<file path="config.mk">
export PLATFORM = sky130hd
export DESIGN_NAME = pie_aqm_drop_controller_flat
export DESIGN_NICKNAME = d
export VERILOG_FILES = /design/src/sv/pie_aqm_pkg.sv /design/src/sv/pie_aqm_in_if.sv /design/src/sv/pie_aqm_out_if.sv /design/src/sv/pie_aqm_drop_controller.sv /design/src/sv/pie_aqm_div.sv /design/src/sv/pie_aqm_ctrl.sv /design/src/sv/pie_aqm_dp.sv /design/src/flat_wrapper.sv
export SDC_FILE = /design/constraint.sdc
export NUM_CORES = 2
export LEC_CHECK = 0
export BUFFER_PORTS_ARGS = -buffer_cell sky130_fd_sc_hd__clkbuf_2
export CAP_MARGIN = 20
export CORE_MARGIN = 3
export CORE_UTILIZATION = 45
export CTS_BUF_LIST = sky130_fd_sc_hd__clkbuf_4 sky130_fd_sc_hd__clkbuf_8
export DETAILED_ROUTE_END_ITERATION = 6
export GPL_TIMING_DRIVEN = 0
export PLACE_DENSITY = 0.67
export SETUP_SLACK_MARGIN = 0.4
export SLEW_MARGIN = 40
export SYNTH_ARGS = -nofsm -noshare
export SYNTH_HDL_FRONTEND = slang
export SYNTH_SLANG_ARGS = --single-unit
</file>
<file path="constraint.sdc">
create_clock -name i_clk -period 11.99 [get_ports i_clk]
set_clock_uncertainty 0.15 [all_clocks]
set_input_delay 2.398 -clock i_clk [delete_from_list [all_inputs] [get_ports i_clk]]
set_output_delay 2.398 -clock i_clk [all_outputs]
set_load 0.05 [all_outputs]
</file>
<file path="src/sv/pie_aqm_pkg.sv">
// Shared types and constants of the PIE drop controller.
// No dependencies; the top level, sequencer, datapath and checker take names from here by scope.
package pie_aqm_pkg;

    localparam logic [24:0] PROB_ONE    = 25'd16777216;
    localparam logic [24:0] PROB_LT_001 = 25'd167773;
    localparam logic [24:0] PROB_LT_01  = 25'd1677722;
    localparam logic [24:0] PROB_LT_02  = 25'd3355444;
    localparam logic [10:0] REPLAY_LIMIT = 11'd1024;
    // floor(z / 25) = (z * DECAY_RECIP) >> 34 for every z below 2^29
    localparam logic [29:0] DECAY_RECIP = 30'd687194768;

    typedef enum logic [1:0] {
        VERDICT_ACCEPT = 2'd0,
        VERDICT_FULL   = 2'd1,
        VERDICT_EARLY  = 2'd2,
        VERDICT_DEQ    = 2'd3
    } t_verdict;

    typedef enum logic [2:0] {
        REG_TARGET = 3'd0,
        REG_BURST  = 3'd1,
        REG_PERIOD = 3'd2,
        REG_THRESH = 3'd3,
        REG_BLIMIT = 3'd4,
        REG_PLIMIT = 3'd5
    } t_reg_idx;

    typedef enum logic [3:0] {
        ST_IDLE,
        ST_MEAS,
        ST_MCHK,
        ST_MDIV,
        ST_MUPD,
        ST_RSTART,
        ST_RDIV,
        ST_RCHK,
        ST_PA,
        ST_PB,
        ST_PC,
        ST_FINISH
    } t_state;

    typedef struct packed {
        logic [15:0] target;
        logic [15:0] burst;
        logic [9:0]  period;
        logic [31:0] thresh;
        logic [31:0] blimit;
        logic [31:0] plimit;
    } t_cfg;

    typedef struct packed {
        logic load;
        logic meas;
        logic mdiv_start;
        logic mupd;
        logic rstart;
        logic rdiv_start;
        logic rskip;
        logic per_a;
        logic per_b;
        logic per_c;
        logic finish;
    } t_cmd;

    typedef struct packed {
        logic action;
        logic started;
        logic meas_due;
        logic avg_nz;
        logic rep_more;
        logic rep_limit;
        logic div_done;
        logic out_free;
    } t_sts;

endpackage

</file>
<file path="src/sv/pie_aqm_in_if.sv">
// Input event channel: valid/ready handshake with the event fields.
// Depends on nothing.
interface pie_aqm_in_if;
    logic        valid;
    logic        ready;
    logic        action;
    logic [31:0] now_ms;
    logic [15:0] packet_bytes;
    logic [31:0] queue_bytes;
    logic [31:0] queue_packets;
    logic [23:0] random_fraction;

    modport source (output valid, action, now_ms, packet_bytes, queue_bytes,
                    queue_packets, random_fraction, input ready);
    modport sink   (input valid, action, now_ms, packet_bytes, queue_bytes,
                    queue_packets, random_fraction, output ready);
endinterface

</file>
<file path="src/sv/pie_aqm_out_if.sv">
// Result channel: valid/ready handshake with verdict and controller status.
// Depends on nothing.
interface pie_aqm_out_if;
    logic        valid;
    logic        ready;
    logic        accept;
    logic [1:0]  verdict;
    logic [24:0] drop_probability;
    logic [31:0] queue_delay_ms;
    logic [31:0] dequeue_rate;

    modport source (output valid, accept, verdict, drop_probability,
                    queue_delay_ms, dequeue_rate, input ready);
    modport sink   (input valid, accept, verdict, drop_probability,
                    queue_delay_ms, dequeue_rate, output ready);
endinterface

</file>
<file path="src/sv/pie_aqm_drop_controller.sv">
// An event is captured, then a dequeue updates the byte count and takes a rate sample
// through the divider when one is due; the delay estimate is divided when update periods
// are due and the rate is non-zero, and each replayed period runs stages A, B and C;
// the result is held while the sink stalls. Events are taken one at a time, only when idle.
// Reset: synchronous, active low; clears controller state, loads register defaults.
module pie_aqm_drop_controller #(
    parameter int unsigned MIN_QUEUE_BYTES_HALF = 1504
) (
    input  logic        i_clk,
    input  logic        i_rst_n,
    input  logic        psel,
    input  logic        penable,
    input  logic        pwrite,
    input  logic [4:0]  paddr,
    input  logic [31:0] pwdata,
    output logic [31:0] prdata,
    output logic        pready,
    pie_aqm_in_if.sink  i_in,
    pie_aqm_out_if.source o_out
);
    pie_aqm_pkg::t_cfg r_cfg;
    pie_aqm_pkg::t_cmd w_cmd;
    pie_aqm_pkg::t_sts w_sts;
    pie_aqm_pkg::t_reg_idx w_idx;

    assign pready = 1'b1;
    assign w_idx  = pie_aqm_pkg::t_reg_idx'(paddr[4:2]);

    // register writes
    always_ff @(posedge i_clk) begin
        if (!i_rst_n) begin
            r_cfg.target <= 16'd20;
            r_cfg.burst  <= 16'd100;
            r_cfg.period <= 10'd30;
            r_cfg.thresh <= 32'd16384;
            r_cfg.blimit <= 32'd0;
            r_cfg.plimit <= 32'd0;
        end else if (psel && penable && pwrite) begin
            case (w_idx)
                pie_aqm_pkg::REG_TARGET: r_cfg.target <= pwdata[15:0];
                pie_aqm_pkg::REG_BURST:  r_cfg.burst  <= pwdata[15:0];
                pie_aqm_pkg::REG_PERIOD: r_cfg.period <= pwdata[9:0];
                pie_aqm_pkg::REG_THRESH: r_cfg.thresh <= pwdata;
                pie_aqm_pkg::REG_BLIMIT: r_cfg.blimit <= pwdata;
                pie_aqm_pkg::REG_PLIMIT: r_cfg.plimit <= pwdata;
                default: begin
                end
            endcase
        end
    end

    // register reads
    always_comb begin
        case (w_idx)
            pie_aqm_pkg::REG_TARGET: prdata = {16'd0, r_cfg.target};
            pie_aqm_pkg::REG_BURST:  prdata = {16'd0, r_cfg.burst};
            pie_aqm_pkg::REG_PERIOD: prdata = {22'd0, r_cfg.period};
            pie_aqm_pkg::REG_THRESH: prdata = r_cfg.thresh;
            pie_aqm_pkg::REG_BLIMIT: prdata = r_cfg.blimit;
            pie_aqm_pkg::REG_PLIMIT: prdata = r_cfg.plimit;
            default:                 prdata = 32'd0;
        endcase
    end

    pie_aqm_ctrl u_ctrl (
        .i_clk      (i_clk),
        .i_rst_n    (i_rst_n),
        .i_in_valid (i_in.valid),
        .o_in_ready (i_in.ready),
        .i_sts      (w_sts),
        .o_cmd      (w_cmd)
    );

    pie_aqm_dp #(
        .MIN_QUEUE_BYTES_HALF (MIN_QUEUE_BYTES_HALF)
    ) u_dp (
        .i_clk              (i_clk),
        .i_rst_n            (i_rst_n),
        .i_cmd              (w_cmd),
        .o_sts              (w_sts),
        .i_cfg              (r_cfg),
        .i_action           (i_in.action),
        .i_now_ms           (i_in.now_ms),
        .i_packet_bytes     (i_in.packet_bytes),
        .i_queue_bytes      (i_in.queue_bytes),
        .i_queue_packets    (i_in.queue_packets),
        .i_random_fraction  (i_in.random_fraction),
        .i_out_ready        (o_out.ready),
        .o_out_valid        (o_out.valid),
        .o_accept           (o_out.accept),
        .o_verdict          (o_out.verdict),
        .o_drop_probability (o_out.drop_probability),
        .o_queue_delay_ms   (o_out.queue_delay_ms),
        .o_dequeue_rate     (o_out.dequeue_rate)
    );
endmodule

</file>
<file path="src/sv/pie_aqm_div.sv">
// Radix-2 restoring divider, one quotient bit per cycle.
// Standalone; used by pie_aqm_dp for the rate sample and the delay estimate.
module pie_aqm_div (
    input  logic        i_clk,
    input  logic        i_rst_n,
    input  logic        i_start,
    input  logic [31:0] i_dividend,
    input  logic [31:0] i_divisor,
    output logic        o_done,
    output logic [31:0] o_quot
);
    logic        r_busy, n_busy;
    logic        r_done, n_done;
    logic [4:0]  r_cnt, n_cnt;
    logic [32:0] r_rem, n_rem;
    logic [31:0] r_quo, n_quo;
    logic [31:0] r_dvs, n_dvs;
    logic [32:0] w_sh, w_diff;

    // shift, trial subtract, keep on no borrow
    always_comb begin
        n_busy = r_busy;
        n_done = 1'b0;
        n_cnt  = r_cnt;
        n_rem  = r_rem;
        n_quo  = r_quo;
        n_dvs  = r_dvs;
        w_sh   = {r_rem[31:0], r_quo[31]};
        w_diff = w_sh - {1'b0, r_dvs};
        if (i_start) begin
            n_busy = 1'b1;
            n_cnt  = 5'd0;
            n_rem  = 33'd0;
            n_quo  = i_dividend;
            n_dvs  = i_divisor;
        end else if (r_busy) begin
            if (!w_diff[32]) begin
                n_rem = w_diff;
                n_quo = {r_quo[30:0], 1'b1};
            end else begin
                n_rem = w_sh;
                n_quo = {r_quo[30:0], 1'b0};
            end
            n_cnt = r_cnt + 5'd1;
            if (r_cnt == 5'd31) begin
                n_busy = 1'b0;
                n_done = 1'b1;
            end
        end
    end

    always_ff @(posedge i_clk) begin
        if (!i_rst_n) begin
            r_busy <= 1'b0;
            r_done <= 1'b0;
            r_cnt  <= 5'd0;
        end else begin
            r_busy <= n_busy;
            r_done <= n_done;
            r_cnt  <= n_cnt;
        end
        r_rem <= n_rem;
        r_quo <= n_quo;
        r_dvs <= n_dvs;
    end

    assign o_done = r_done;
    assign o_quot = r_quo;
endmodule

</file>
<file path="src/sv/pie_aqm_ctrl.sv">
// Sequencer of the PIE drop controller: measurement, replay loop, verdict.
// Depends on pie_aqm_pkg; drives pie_aqm_dp through t_cmd and reads t_sts.
module pie_aqm_ctrl (
    input  logic               i_clk,
    input  logic               i_rst_n,
    input  logic               i_in_valid,
    output logic               o_in_ready,
    input  pie_aqm_pkg::t_sts  i_sts,
    output pie_aqm_pkg::t_cmd  o_cmd
);
    pie_aqm_pkg::t_state r_state, n_state;

    always_ff @(posedge i_clk) begin
        if (!i_rst_n) begin
            r_state <= pie_aqm_pkg::ST_IDLE;
        end else begin
            r_state <= n_state;
        end
    end

    // next state and commands
    always_comb begin
        n_state    = r_state;
        o_cmd      = '0;
        o_in_ready = 1'b0;
        case (r_state)
            pie_aqm_pkg::ST_IDLE: begin
                o_in_ready = 1'b1;
                if (i_in_valid) begin
                    o_cmd.load = 1'b1;
                    n_state    = pie_aqm_pkg::ST_MEAS;
                end
            end
            pie_aqm_pkg::ST_MEAS: begin
                // enqueues skip the rate estimator
                if (i_sts.action) begin
                    o_cmd.meas = 1'b1;
                    n_state    = pie_aqm_pkg::ST_MCHK;
                end else begin
                    n_state = pie_aqm_pkg::ST_RSTART;
                end
            end
            pie_aqm_pkg::ST_MCHK: begin
                if (i_sts.meas_due) begin
                    o_cmd.mdiv_start = 1'b1;
                    n_state          = pie_aqm_pkg::ST_MDIV;
                end else begin
                    n_state = pie_aqm_pkg::ST_RSTART;
                end
            end
            pie_aqm_pkg::ST_MDIV: begin
                if (i_sts.div_done) begin
                    n_state = pie_aqm_pkg::ST_MUPD;
                end
            end
            pie_aqm_pkg::ST_MUPD: begin
                o_cmd.mupd = 1'b1;
                n_state    = pie_aqm_pkg::ST_RSTART;
            end
            pie_aqm_pkg::ST_RSTART: begin
                o_cmd.rstart = 1'b1;
                if (!i_sts.started) begin
                    n_state = pie_aqm_pkg::ST_FINISH;
                end else if (i_sts.avg_nz && i_sts.rep_more) begin
                    o_cmd.rdiv_start = 1'b1;
                    n_state          = pie_aqm_pkg::ST_RDIV;
                end else begin
                    n_state = pie_aqm_pkg::ST_RCHK;
                end
            end
            pie_aqm_pkg::ST_RDIV: begin
                if (i_sts.div_done) begin
                    n_state = pie_aqm_pkg::ST_RCHK;
                end
            end
            pie_aqm_pkg::ST_RCHK: begin
                if (!i_sts.rep_more) begin
                    n_state = pie_aqm_pkg::ST_FINISH;
                end else if (i_sts.rep_limit) begin
                    o_cmd.rskip = 1'b1;
                    n_state     = pie_aqm_pkg::ST_FINISH;
                end else begin
                    n_state = pie_aqm_pkg::ST_PA;
                end
            end
            pie_aqm_pkg::ST_PA: begin
                o_cmd.per_a = 1'b1;
                n_state     = pie_aqm_pkg::ST_PB;
            end
            pie_aqm_pkg::ST_PB: begin
                o_cmd.per_b = 1'b1;
                n_state     = pie_aqm_pkg::ST_PC;
            end
            pie_aqm_pkg::ST_PC: begin
                o_cmd.per_c = 1'b1;
                n_state     = pie_aqm_pkg::ST_RCHK;
            end
            pie_aqm_pkg::ST_FINISH: begin
                if (i_sts.out_free) begin
                    o_cmd.finish = 1'b1;
                    n_state      = pie_aqm_pkg::ST_IDLE;
                end
            end
            default: begin
                n_state = pie_aqm_pkg::ST_IDLE;
            end
        endcase
    end
endmodule

</file>
<file path="src/sv/pie_aqm_dp.sv">
// Datapath of the PIE drop controller: controller state, period update,
// rate estimator, verdict and result register. Depends on pie_aqm_pkg, pie_aqm_div.
module pie_aqm_dp #(
    parameter int unsigned MIN_QUEUE_BYTES_HALF = 1504
) (
    input  logic               i_clk,
    input  logic               i_rst_n,
    input  pie_aqm_pkg::t_cmd  i_cmd,
    output pie_aqm_pkg::t_sts  o_sts,
    input  pie_aqm_pkg::t_cfg  i_cfg,
    input  logic               i_action,
    input  logic [31:0]        i_now_ms,
    input  logic [15:0]        i_packet_bytes,
    input  logic [31:0]        i_queue_bytes,
    input  logic [31:0]        i_queue_packets,
    input  logic [23:0]        i_random_fraction,
    input  logic               i_out_ready,
    output logic               o_out_valid,
    output logic               o_accept,
    output logic [1:0]         o_verdict,
    output logic [24:0]        o_drop_probability,
    output logic [31:0]        o_queue_delay_ms,
    output logic [31:0]        o_dequeue_rate
);
    // captured beat
    logic        r_act;
    logic [31:0] r_now, r_qb, r_qp;
    logic [15:0] r_pb;
    logic [23:0] r_rnd;

    // controller state
    logic [24:0] r_dp;
    logic [31:0] r_burst, r_prev, r_pres, r_mbytes, r_mstart, r_avg, r_last;
    logic        r_meas_on, r_started, r_upd;
    logic [10:0] r_n;
    logic [59:0] r_prod;

    // result register
    logic        r_ovalid;
    logic        r_oacc;
    logic [1:0]  r_over;
    logic [24:0] r_odp;
    logic [31:0] r_odel, r_orate;

    logic [9:0]  w_per;
    logic [31:0] w_elapsed, w_dt, w_quot, w_div_a, w_div_b;
    logic        w_div_done, w_div_start;

    assign w_per     = (i_cfg.period != 10'd0) ? i_cfg.period : 10'd1;
    assign w_elapsed = r_now - r_last;
    assign w_dt      = r_now - r_mstart;

    // divider: rate sample or delay estimate
    assign w_div_start = i_cmd.mdiv_start | i_cmd.rdiv_start;
    assign w_div_a     = i_cmd.mdiv_start ? r_mbytes : r_qb;
    assign w_div_b     = i_cmd.mdiv_start ? w_dt : r_avg;

    pie_aqm_div u_div (
        .i_clk      (i_clk),
        .i_rst_n    (i_rst_n),
        .i_start    (w_div_start),
        .i_dividend (w_div_a),
        .i_divisor  (w_div_b),
        .o_done     (w_div_done),
        .o_quot     (w_quot)
    );

    // status
    always_comb begin
        o_sts.action    = r_act;
        o_sts.started   = r_started;
        o_sts.meas_due  = r_meas_on && (r_mbytes > i_cfg.thresh) && (w_dt != 32'd0);
        o_sts.avg_nz    = (r_avg != 32'd0);
        o_sts.rep_more  = (w_elapsed > {22'd0, w_per});
        o_sts.rep_limit = (r_n >= pie_aqm_pkg::REPLAY_LIMIT);
        o_sts.div_done  = w_div_done;
        o_sts.out_free  = !r_ovalid || i_out_ready;
    end

    // measurement start and byte count
    logic        w_mstart_now;
    logic [31:0] w_mb0;
    logic [32:0] w_mbsum;
    always_comb begin
        w_mstart_now = (r_qb >= i_cfg.thresh) && !r_meas_on;
        w_mb0        = w_mstart_now ? 32'd0 : r_mbytes;
        w_mbsum      = {1'b0, w_mb0} + {17'd0, r_pb};
    end

    // rate sample folded into the average
    logic [32:0] w_avg_sum;
    logic [31:0] w_avg_new, w_burst_dt;
    always_comb begin
        w_avg_sum = {1'b0, r_avg - (r_avg >> 3)} + {1'b0, w_quot >> 3};
        if (r_avg == 32'd0) begin
            w_avg_new = w_quot;
        end else if (w_avg_sum[32]) begin
            w_avg_new = 32'hFFFF_FFFF;
        end else begin
            w_avg_new = w_avg_sum[31:0];
        end
        w_burst_dt = (r_burst > w_dt) ? (r_burst - w_dt) : 32'd0;
    end

    // period stage A: delay estimate and probability step with clamp
    logic [31:0]        w_pres;
    logic signed [33:0] w_e1, w_e2;
    logic signed [38:0] w_s;
    logic signed [56:0] w_step, w_np;
    logic [24:0]        w_dp_a;
    logic               w_upd_a;
    always_comb begin
        w_pres  = (r_avg != 32'd0) ? w_quot : 32'd0;
        w_upd_a = !((w_pres == 32'd0) && (r_qb != 32'd0));
        w_e1    = $signed({2'b00, w_pres}) - $signed({18'd0, i_cfg.target});
        w_e2    = $signed({2'b00, w_pres}) - $signed({2'b00, r_pres});
        w_s     = 39'(w_e1) + (39'(w_e2) <<< 3) + (39'(w_e2) <<< 1);
        if (r_dp < pie_aqm_pkg::PROB_LT_001) begin
            w_step = 57'(w_s) <<< 14;
        end else if (r_dp < pie_aqm_pkg::PROB_LT_01) begin
            w_step = 57'(w_s) <<< 16;
        end else begin
            w_step = 57'(w_s) <<< 17;
        end
        w_np = $signed({32'd0, r_dp}) + w_step;
        if (w_np < 0) begin
            w_dp_a = 25'd0;
        end else if (w_np > $signed({32'd0, pie_aqm_pkg::PROB_ONE})) begin
            w_dp_a  = pie_aqm_pkg::PROB_ONE;
            w_upd_a = 1'b0;
        end else begin
            w_dp_a = w_np[24:0];
        end
    end

    // period stage B: 49/50 decay, 49x by shifts then reciprocal of 25
    logic [30:0] w_x49;
    always_comb begin
        w_x49 = (31'(r_dp) << 5) + (31'(r_dp) << 4) + 31'(r_dp);
    end

    // period stage C: apply decay, age burst, idle reset
    logic [24:0] w_dp_c;
    logic [31:0] w_half, w_burst_per;
    logic        w_idle;
    always_comb begin
        w_dp_c = ((r_pres == 32'd0) && (r_prev == 32'd0) && r_upd) ?
                 r_prod[58:34] : r_dp;
        w_half = {17'd0, i_cfg.target[15:1]};
        w_burst_per = (r_burst > {22'd0, w_per}) ? (r_burst - {22'd0, w_per}) : 32'd0;
        w_idle = (w_dp_c == 25'd0) && (r_pres < w_half) && (r_prev < w_half) &&
                 (r_avg != 32'd0);
    end

    // admission decision
    logic [32:0] w_bsum, w_psum;
    logic        w_full, w_early;
    always_comb begin
        w_bsum  = {1'b0, r_qb} + {17'd0, r_pb};
        w_psum  = {1'b0, r_qp} + 33'd1;
        w_full  = ((i_cfg.blimit != 32'd0) && (w_bsum > {1'b0, i_cfg.blimit})) ||
                  ((i_cfg.plimit != 32'd0) && (w_psum > {1'b0, i_cfg.plimit}));
        w_early = (r_burst == 32'd0) &&
                  !((r_prev < w_half) && (r_dp < pie_aqm_pkg::PROB_LT_02)) &&
                  (r_qb >= 32'(2 * MIN_QUEUE_BYTES_HALF)) &&
                  ({1'b0, r_rnd} < r_dp);
    end

    // state updates
    always_ff @(posedge i_clk) begin
        if (!i_rst_n) begin
            r_dp      <= 25'd0;
            r_burst   <= 32'd0;
            r_prev    <= 32'd0;
            r_pres    <= 32'd0;
            r_mbytes  <= 32'd0;
            r_meas_on <= 1'b0;
            r_mstart  <= 32'd0;
            r_avg     <= 32'd0;
            r_last    <= 32'd0;
            r_started <= 1'b0;
            r_n       <= 11'd0;
            r_upd     <= 1'b0;
            r_act     <= 1'b0;
            r_ovalid  <= 1'b0;
        end else begin
            if (i_cmd.load) begin
                r_act <= i_action;
            end
            if (i_cmd.meas) begin
                if (w_mstart_now) begin
                    r_mstart <= r_now;
                end
                if (w_mstart_now || r_meas_on) begin
                    r_meas_on <= 1'b1;
                    r_mbytes  <= w_mbsum[32] ? 32'hFFFF_FFFF : w_mbsum[31:0];
                end
            end
            if (i_cmd.mupd) begin
                r_avg   <= w_avg_new;
                r_burst <= w_burst_dt;
                if (r_qb < i_cfg.thresh) begin
                    r_meas_on <= 1'b0;
                end else begin
                    r_mbytes <= 32'd0;
                    r_mstart <= r_now;
                end
            end
            if (i_cmd.rstart) begin
                r_n <= 11'd0;
                if (!r_started) begin
                    r_started <= 1'b1;
                    r_last    <= r_now;
                end
            end
            if (i_cmd.rskip) begin
                r_last <= r_now;
            end
            if (i_cmd.per_a) begin
                r_prev <= r_pres;
                r_pres <= w_pres;
                r_dp   <= w_dp_a;
                r_upd  <= w_upd_a;
            end
            if (i_cmd.per_c) begin
                r_dp   <= w_dp_c;
                r_last <= r_last + {22'd0, w_per};
                r_n    <= r_n + 11'd1;
                if (w_idle) begin
                    r_meas_on <= 1'b0;
                    r_avg     <= 32'd0;
                    r_burst   <= {16'd0, i_cfg.burst};
                end else begin
                    r_burst <= w_burst_per;
                end
            end
            if (i_cmd.finish) begin
                r_ovalid <= 1'b1;
            end else if (i_out_ready) begin
                r_ovalid <= 1'b0;
            end
        end
        // payload
        if (i_cmd.load) begin
            r_now <= i_now_ms;
            r_pb  <= i_packet_bytes;
            r_qb  <= i_queue_bytes;
            r_qp  <= i_queue_packets;
            r_rnd <= i_random_fraction;
        end
        if (i_cmd.per_b) begin
            r_prod <= 60'(w_x49[30:1]) * 60'(pie_aqm_pkg::DECAY_RECIP);
        end
        if (i_cmd.finish) begin
            r_odp   <= r_dp;
            r_odel  <= r_pres;
            r_orate <= r_avg;
            if (r_act) begin
                r_oacc <= 1'b0;
                r_over <= pie_aqm_pkg::VERDICT_DEQ;
            end else if (w_full) begin
                r_oacc <= 1'b0;
                r_over <= pie_aqm_pkg::VERDICT_FULL;
            end else if (w_early) begin
                r_oacc <= 1'b0;
                r_over <= pie_aqm_pkg::VERDICT_EARLY;
            end else begin
                r_oacc <= 1'b1;
                r_over <= pie_aqm_pkg::VERDICT_ACCEPT;
            end
        end
    end

    assign o_out_valid        = r_ovalid;
    assign o_accept           = r_oacc;
    assign o_verdict          = r_over;
    assign o_drop_probability = r_odp;
    assign o_queue_delay_ms   = r_odel;
    assign o_dequeue_rate     = r_orate;
endmodule

</file>
<file path="src/flat_wrapper.sv">
// flat-port wrapper written by rule: the top's interface ports become plain ports
module pie_aqm_drop_controller_flat 
#(
    parameter int unsigned MIN_QUEUE_BYTES_HALF = 1504
)
  (i_clk, i_rst_n, psel, penable, pwrite, paddr, pwdata, prdata, pready, i_in_valid, i_in_action, i_in_now_ms, i_in_packet_bytes, i_in_queue_bytes, i_in_queue_packets, i_in_random_fraction, i_in_ready, o_out_valid, o_out_accept, o_out_verdict, o_out_drop_probability, o_out_queue_delay_ms, o_out_dequeue_rate, o_out_ready);
  pie_aqm_in_if i_in_i ();
  pie_aqm_out_if o_out_i ();
  input  logic i_clk;
  input  logic i_rst_n;
  input  logic psel;
  input  logic penable;
  input  logic pwrite;
  input  logic [4:0] paddr;
  input  logic [31:0] pwdata;
  output logic [31:0] prdata;
  output logic pready;
  input wire logic [$bits(i_in_i.valid)-1:0] i_in_valid;
  input wire logic [$bits(i_in_i.action)-1:0] i_in_action;
  input wire logic [$bits(i_in_i.now_ms)-1:0] i_in_now_ms;
  input wire logic [$bits(i_in_i.packet_bytes)-1:0] i_in_packet_bytes;
  input wire logic [$bits(i_in_i.queue_bytes)-1:0] i_in_queue_bytes;
  input wire logic [$bits(i_in_i.queue_packets)-1:0] i_in_queue_packets;
  input wire logic [$bits(i_in_i.random_fraction)-1:0] i_in_random_fraction;
  output wire logic [$bits(i_in_i.ready)-1:0] i_in_ready;
  output wire logic [$bits(o_out_i.valid)-1:0] o_out_valid;
  output wire logic [$bits(o_out_i.accept)-1:0] o_out_accept;
  output wire logic [$bits(o_out_i.verdict)-1:0] o_out_verdict;
  output wire logic [$bits(o_out_i.drop_probability)-1:0] o_out_drop_probability;
  output wire logic [$bits(o_out_i.queue_delay_ms)-1:0] o_out_queue_delay_ms;
  output wire logic [$bits(o_out_i.dequeue_rate)-1:0] o_out_dequeue_rate;
  input wire logic [$bits(o_out_i.ready)-1:0] o_out_ready;
  assign i_in_i.valid = i_in_valid;
  assign i_in_i.action = i_in_action;
  assign i_in_i.now_ms = i_in_now_ms;
  assign i_in_i.packet_bytes = i_in_packet_bytes;
  assign i_in_i.queue_bytes = i_in_queue_bytes;
  assign i_in_i.queue_packets = i_in_queue_packets;
  assign i_in_i.random_fraction = i_in_random_fraction;
  assign i_in_ready = i_in_i.ready;
  assign o_out_valid = o_out_i.valid;
  assign o_out_accept = o_out_i.accept;
  assign o_out_verdict = o_out_i.verdict;
  assign o_out_drop_probability = o_out_i.drop_probability;
  assign o_out_queue_delay_ms = o_out_i.queue_delay_ms;
  assign o_out_dequeue_rate = o_out_i.dequeue_rate;
  assign o_out_i.ready = o_out_ready;
  pie_aqm_drop_controller #(.MIN_QUEUE_BYTES_HALF(MIN_QUEUE_BYTES_HALF)) u_core (.i_clk(i_clk), .i_rst_n(i_rst_n), .psel(psel), .penable(penable), .pwrite(pwrite), .paddr(paddr), .pwdata(pwdata), .prdata(prdata), .pready(pready), .i_in(i_in_i), .o_out(o_out_i));
endmodule
</file>
; Word level (Yosys, flattened, before mapping)
; Cells that the tools add are included.
[classes]
addsub = 20
multipliers = 1
order_cmp = 18
eq_ne = 22
mux = 89
bitwise = 3
reduce_logical = 56
[ops]
columns = operator, n
row1 = two-way mux 32 bit, 30
row2 = one-hot mux 32 bit (6 select lines), 1
row3 = logical NOT 32 bit, 5
row4 = nonzero test 32 bit, 5
row5 = two-way mux 25 bit, 5
row6 = two-way mux 54 bit, 2
row7 = subtractor 32 bit, 3
row8 = adder 32 x 16 -> 33 bit, 2
row9 = greater-than comparator 33 x 32 -> 1 bit, 2
row10 = greater-than comparator 32 x 10 -> 1 bit, 2
row11 = greater-than comparator 32 bit, 2
row12 = less-than comparator 32 x 15 -> 1 bit, 2
row13 = greater-than comparator 57 x 26 -> 1 bit (second input constant), 1
row14 = less-than comparator 57 x 1 -> 1 bit (second input constant), 1
row15 = adder 26 x 55 -> 56 bit, 1
row16 = multiplier 30 x 26 -> 55 bit (second input constant), 1
row17 = one-hot mux 4 bit (12 select lines), 1
row18 = adder 37 x 34 -> 38 bit, 1
row19 = adder 33 x 36 -> 37 bit, 1
row20 = two-way mux 1 bit, 35
row21 = adder 32 x 1 -> 33 bit (second input constant), 1
row22 = adder 32 x 29 -> 33 bit, 1
row23 = subtractor 32 x 16 -> 33 bit, 1
row24 = subtractor 32 x 32 -> 33 bit, 1
row25 = 46 further kinds, 102
[word_totals]
regBits = 793
output_inout_bits = 127
wordCells = 248

; Logic depth before layout (Yosys ltp)
[depth]
ltp_word = 13
depth_mapped = 44

; Hierarchy
; A second synthesis with hierarchy kept.
[unflattened]
hier_cells = 7843
hier_area_um2 = 70169.8
[modules_own_cells]
columns = mod, instances, cells_per_inst, area_per_inst_um2
row1 = pie_aqm_dp, 1, 6554, 57627.8
row2 = pie_aqm_drop_controller, 1, 635, 6177.2
row3 = pie_aqm_div, 1, 579, 5869.4
row4 = pie_aqm_ctrl, 1, 75, 495.5

; Least setup slack after synthesis
; OpenSTA, ideal clock, no wires.
[synth_timing]
path_kind = register -> register
start = reg u_core.u_dp.r_dp[1]
end = reg u_core.u_dp.r_prod[58], data pin
setup_ns = 0.261
t_arrival_ns = 9.980
required_time_ns = 11.579
slack_ns = 1.599
path_stages_with_launch = 41
path_buffers = 0
cell_sequence = dfxtp_1 -> fa_1 -> ha_1 -> fa_1 -> a21oi_1 -> nor2_1 -> nor2_1 -> o21bai_1 -> a21oi_1 -> o21bai_1 -> a21oi_1 -> o21ai_0 -> o41ai_1 -> o21ai_0 -> o211ai_1 -> a31oi_1 -> xor2_1 -> ha_1 -> (+5 left out) -> inv_1 -> fa_1 -> ha_1 -> nand4_1 -> a2111oi_0 -> nor4b_1 -> a211oi_1 -> o21ai_0 -> o31a_1 -> o21ai_0 -> nand2b_1 -> nand3_1 -> a31oi_1 -> a211o_1 -> and3_1 -> nand3_1 -> o21ai_0 -> xnor2_1
[synth_between]
elab_chain_len = 3
[synth_lines]
columns = element, line_no
row1 = start: declaration, pie_aqm_dp.sv:32  ; logic [24:0] r_dp;
row2 = start signal: assignment, pie_aqm_dp.sv:222  ; r_dp <= w_dp_a;
row3 = start signal: assignment, pie_aqm_dp.sv:226  ; r_dp <= w_dp_c;
row4 = adder 30 x 29 -> 31 bit, pie_aqm_dp.sv:139  ; w_x49 = (31'(r_dp) << 5) + (31'(r_dp) << 4) + 31'(r_dp);
row5 = adder 31 x 25 -> 31 bit *, pie_aqm_dp.sv:139
row6 = multiplier 30 x 26 -> 55 bit *, pie_aqm_dp.sv:252  ; r_prod <= 60'(w_x49[30:1]) * 60'(pie_aqm_pkg::DECAY_RECIP);
row7 = end signal: assignment, pie_aqm_dp.sv:252
row8 = end: declaration, pie_aqm_dp.sv:36  ; logic [59:0] r_prod;
; Mark *: on every way between the ends. The rest lies on a longest branch, timed or not.
; A chain may end at the register's enable or synchronous reset.

; Final worst setup path
[layout_timing]
start = reg u_core.u_dp.r_dp[6]
end = reg u_core.u_dp.r_prod[56], data pin
; Same word-level chain as after synthesis.

==> reports/metrics.cfg <==
[outcome]
status = completed

[worst_setup_path]
criticalPathCategory = reg2reg
worstPathRequired_ns = 12.43
cp-start-kind = flip-flop
end_kind = flip-flop
max_stage_delay_ns = 0.66
path_common_cell = fa_1
slowest_stage = or4b_2
critPathArrivalTime_ns = 11.58
rr_worst_depth = 35
critPathMaxFanout = 10

[timing]
rsz0062_at_grt = yes
fin_tns_setup_ns = 0
period_needed_ns = 11.14
hold_violations = 0
timing.fmax_mhz = 89.7
setup_viol = 0
fin_crit_sh_pct = 92.9
finalWorstSetupSlack_ns = 0.845
slew_viol_final = 0
worst_slew_pin_slew_ns = 0.972
slew_headroom_pct = 35.1

[yosys]
syn_area_per_cell_um2 = 8.67
synth_fp_nets = 9468
yosysWarnings = 0
synthTopCellsByArea = ha_1 16%, edfxtp_1 14%, dfxtp_1 13%, fa_1 10%, inv_1 5.1%
synth-async-reset-ratio_pct = 0
ys_seq_area_share_pct = 26.5
synth_cells = 8023
synthDominantCellAreaShare_pct = 16.5
synth-main-ff-cell = dfxtp_1
synth_area_mm2 = 0.0696
yosysTopAreaCell = ha_1
ys_types = 106
ys_ff_latch = 763
synth-edff-count = 317

[clock_network]
clockBufferDepth = 3
tritoncts = yes
clk_pin_slew_ns = 0.07
cts_sinks = 763
insertion_delay_ns = 0.89
htreeDepth = 4
cts_hold_buf = 0
root_buffer = clkbuf_8
numCtsBuffers = 141

[floorplan]
die_x_um = 399
die-area_mm2 = 0.159
pin_count = 308
initial_core_util_pct = 45.5
core_mm2 = 0.153
die_h_um = 399
rows = 143

[route]
ant_nets = 0
viasPerCell = 5.88
vias = 62600
routed_wl_um = 238000
wl_per_cell_um = 22.3
drt-initial-drc-count = 6480
drcViolationCount = 0
drt-pass1-iter-count = 6

[cells_and_area]
finish.utilization_pct = 50.9
layout_commonest_cell = inv_1
nNetsFinal = 9948
drive_gt1_share_pct = 9.33
syn_to_final_growth_pct = 11.8
final_cell_mix = 943 x inv_1, 915 x ha_1, 831 x nand2_1

[global_route]
grt_pass1_wl_um = 357000
overflow = 0
grt_pass1_vias = 59500
grt_max_degree = 43
track_usage_pct = 29.1
antenna_found_initial = 18

[placed_design]
post-place-ws_ns = -1.52
dp_hpwl_um = 193000
place_congestion = 0.997
io_buffers = 303

[hold_path]
holdPathStages = 2
hp-class = reg2reg

[run]
maxCapViolations = 0

-- per-stage QoR --
step | instance area, µm² | cells | hold slack [ns]
6_report | 77800 | 10700 | 0.309
3_5_place_dp | 74100 | 10400 | 0.300
2_1_floorplan | 69600 | 8023 | 0.277
5_1_grt | 77800 | 10700 | 0.332
4_1_cts | 77400 | 10600 | 0.308
3_3_place_gp | 73600 | 10400 | 0.293
-- path summary, 6_finish.rpt --
kind                                        startpoint                      to  slack (ns)
worst max-delay path               u_core.u_dp.r_dp[6]  u_core.u_dp.r_prod[56]        0.85
worst min-delay path            u_core.u_dp.r_prev[19]  u_core.u_dp.r_prev[19]        0.31
worst max register to register     u_core.u_dp.r_dp[6]  u_core.u_dp.r_prod[56]        0.85
worst min register to register  u_core.u_dp.r_prev[19]  u_core.u_dp.r_prev[19]        0.31
-- layer usage --
metal  part of all wire, %  track usage [%]  vias up  wire, µm
li1                      -                -    29300         -
met5                 0.011                0        -        26
met1                    44             41.5    30100    105000
met3                   9.2             4.98      426     22000
met4                   3.3             10.3        4      7950
met2                    44             44.3     2797    104000
-- cell type report --
cell class | instances | area (µm²)
tap | 2030 | 2540
inverter | 944 | 3540
clock inverter | 62 | 634
clock buffer | 196 | 2460
antenna | 11 | 27.5
sequential | 763 | 18500
fill | 14400 | 75000
timing repair buffer | 337 | 1870
multi-input combinational | 6047 | 47100
buffer | 269 | 1070
-- state kept, by name (all words and copies together), names as in the netlist, 32 cells and up --
signal,flops
u_core.u_dp.r_burst,32
u_core.u_dp.u_div.r_rem,32
u_core.u_dp.u_div.r_dvs,32
u_core.u_dp.r_now,32
u_core.r_cfg,138
u_core.u_dp.r_prev,32
u_core.u_dp.r_mstart,32
u_core.u_dp.r_last,32
u_core.u_dp.u_div.o_quot,32
u_core.u_dp.o_queue_delay_ms,32
u_core.u_dp.r_avg,32
u_core.u_dp.r_qb,32
u_core.u_dp.r_qp,32
u_core.u_dp.r_pres,32
u_core.u_dp.o_dequeue_rate,32
u_core.u_dp.r_mbytes,32
-- critical path: cells and delay by family, from the launching register on --
family / cells / cell delay, ns
fa+ha+maj: 10 / 4.84
xor+xnor: 1 / 0.09
flops: 1 / 0.45
simple gates: 9 / 2.32
buf+inv: 3 / 0.28
compound gates: 12 / 2.74
-- logic make-up (layout without fill, tap and decap cells) --
| family | count (synthesis) | after routing | share of synthesized area [%] |
|---|---|---|---|
| AND/OR/NAND/NOR | 2289 | 2289 | 15.6 |
| AO/OA/AOI/OAI | 1983 | 1983 | 18.0 |
| adder cells (fa/ha/maj) | 1265 | 1265 | 26.5 |
| buffers and inverters | 1213 | 1808 | 6.59 |
| flip-flops | 763 | 763 | 26.5 |
| XOR/XNOR | 370 | 370 | 4.66 |
| multiplexers | 139 | 139 | 2.10 |
| other | 1 | 12 | 0.00539 |
-- synthesized netlist by cell type, types with 34 or more instances --
master / n
ha_1: 916
mux2i_1: 128
nand4_1: 103
o21bai_1: 47
a21oi_1: 674
or3_1: 45
nand3_1: 136
a21o_1: 166
and2_1: 44
o211ai_1: 66
o21ai_0: 420
a2111oi_0: 37
a21boi_0: 34
clkbuf_1: 240
dfxtp_1: 446
nand2_1: 832
xnor2_1: 236
a31oi_1: 57
nor4_1: 100
nor2_1: 484
o21a_1: 86
nand2b_1: 87
nor3_1: 174
inv_1: 943
nor2b_1: 96
fa_1: 348
a211oi_1: 77
edfxtp_1: 317
xor2_1: 134
and3_1: 55
-- repair_timing --
action	CTS	global route
buffers inserted	5	13
pin swaps	5	12
gates resized for setup	34	58
setup endpoints to repair	50	37
Power is not shown: default switching activity piles up to over one toggle a cycle in this logic, so the estimate is an artifact.
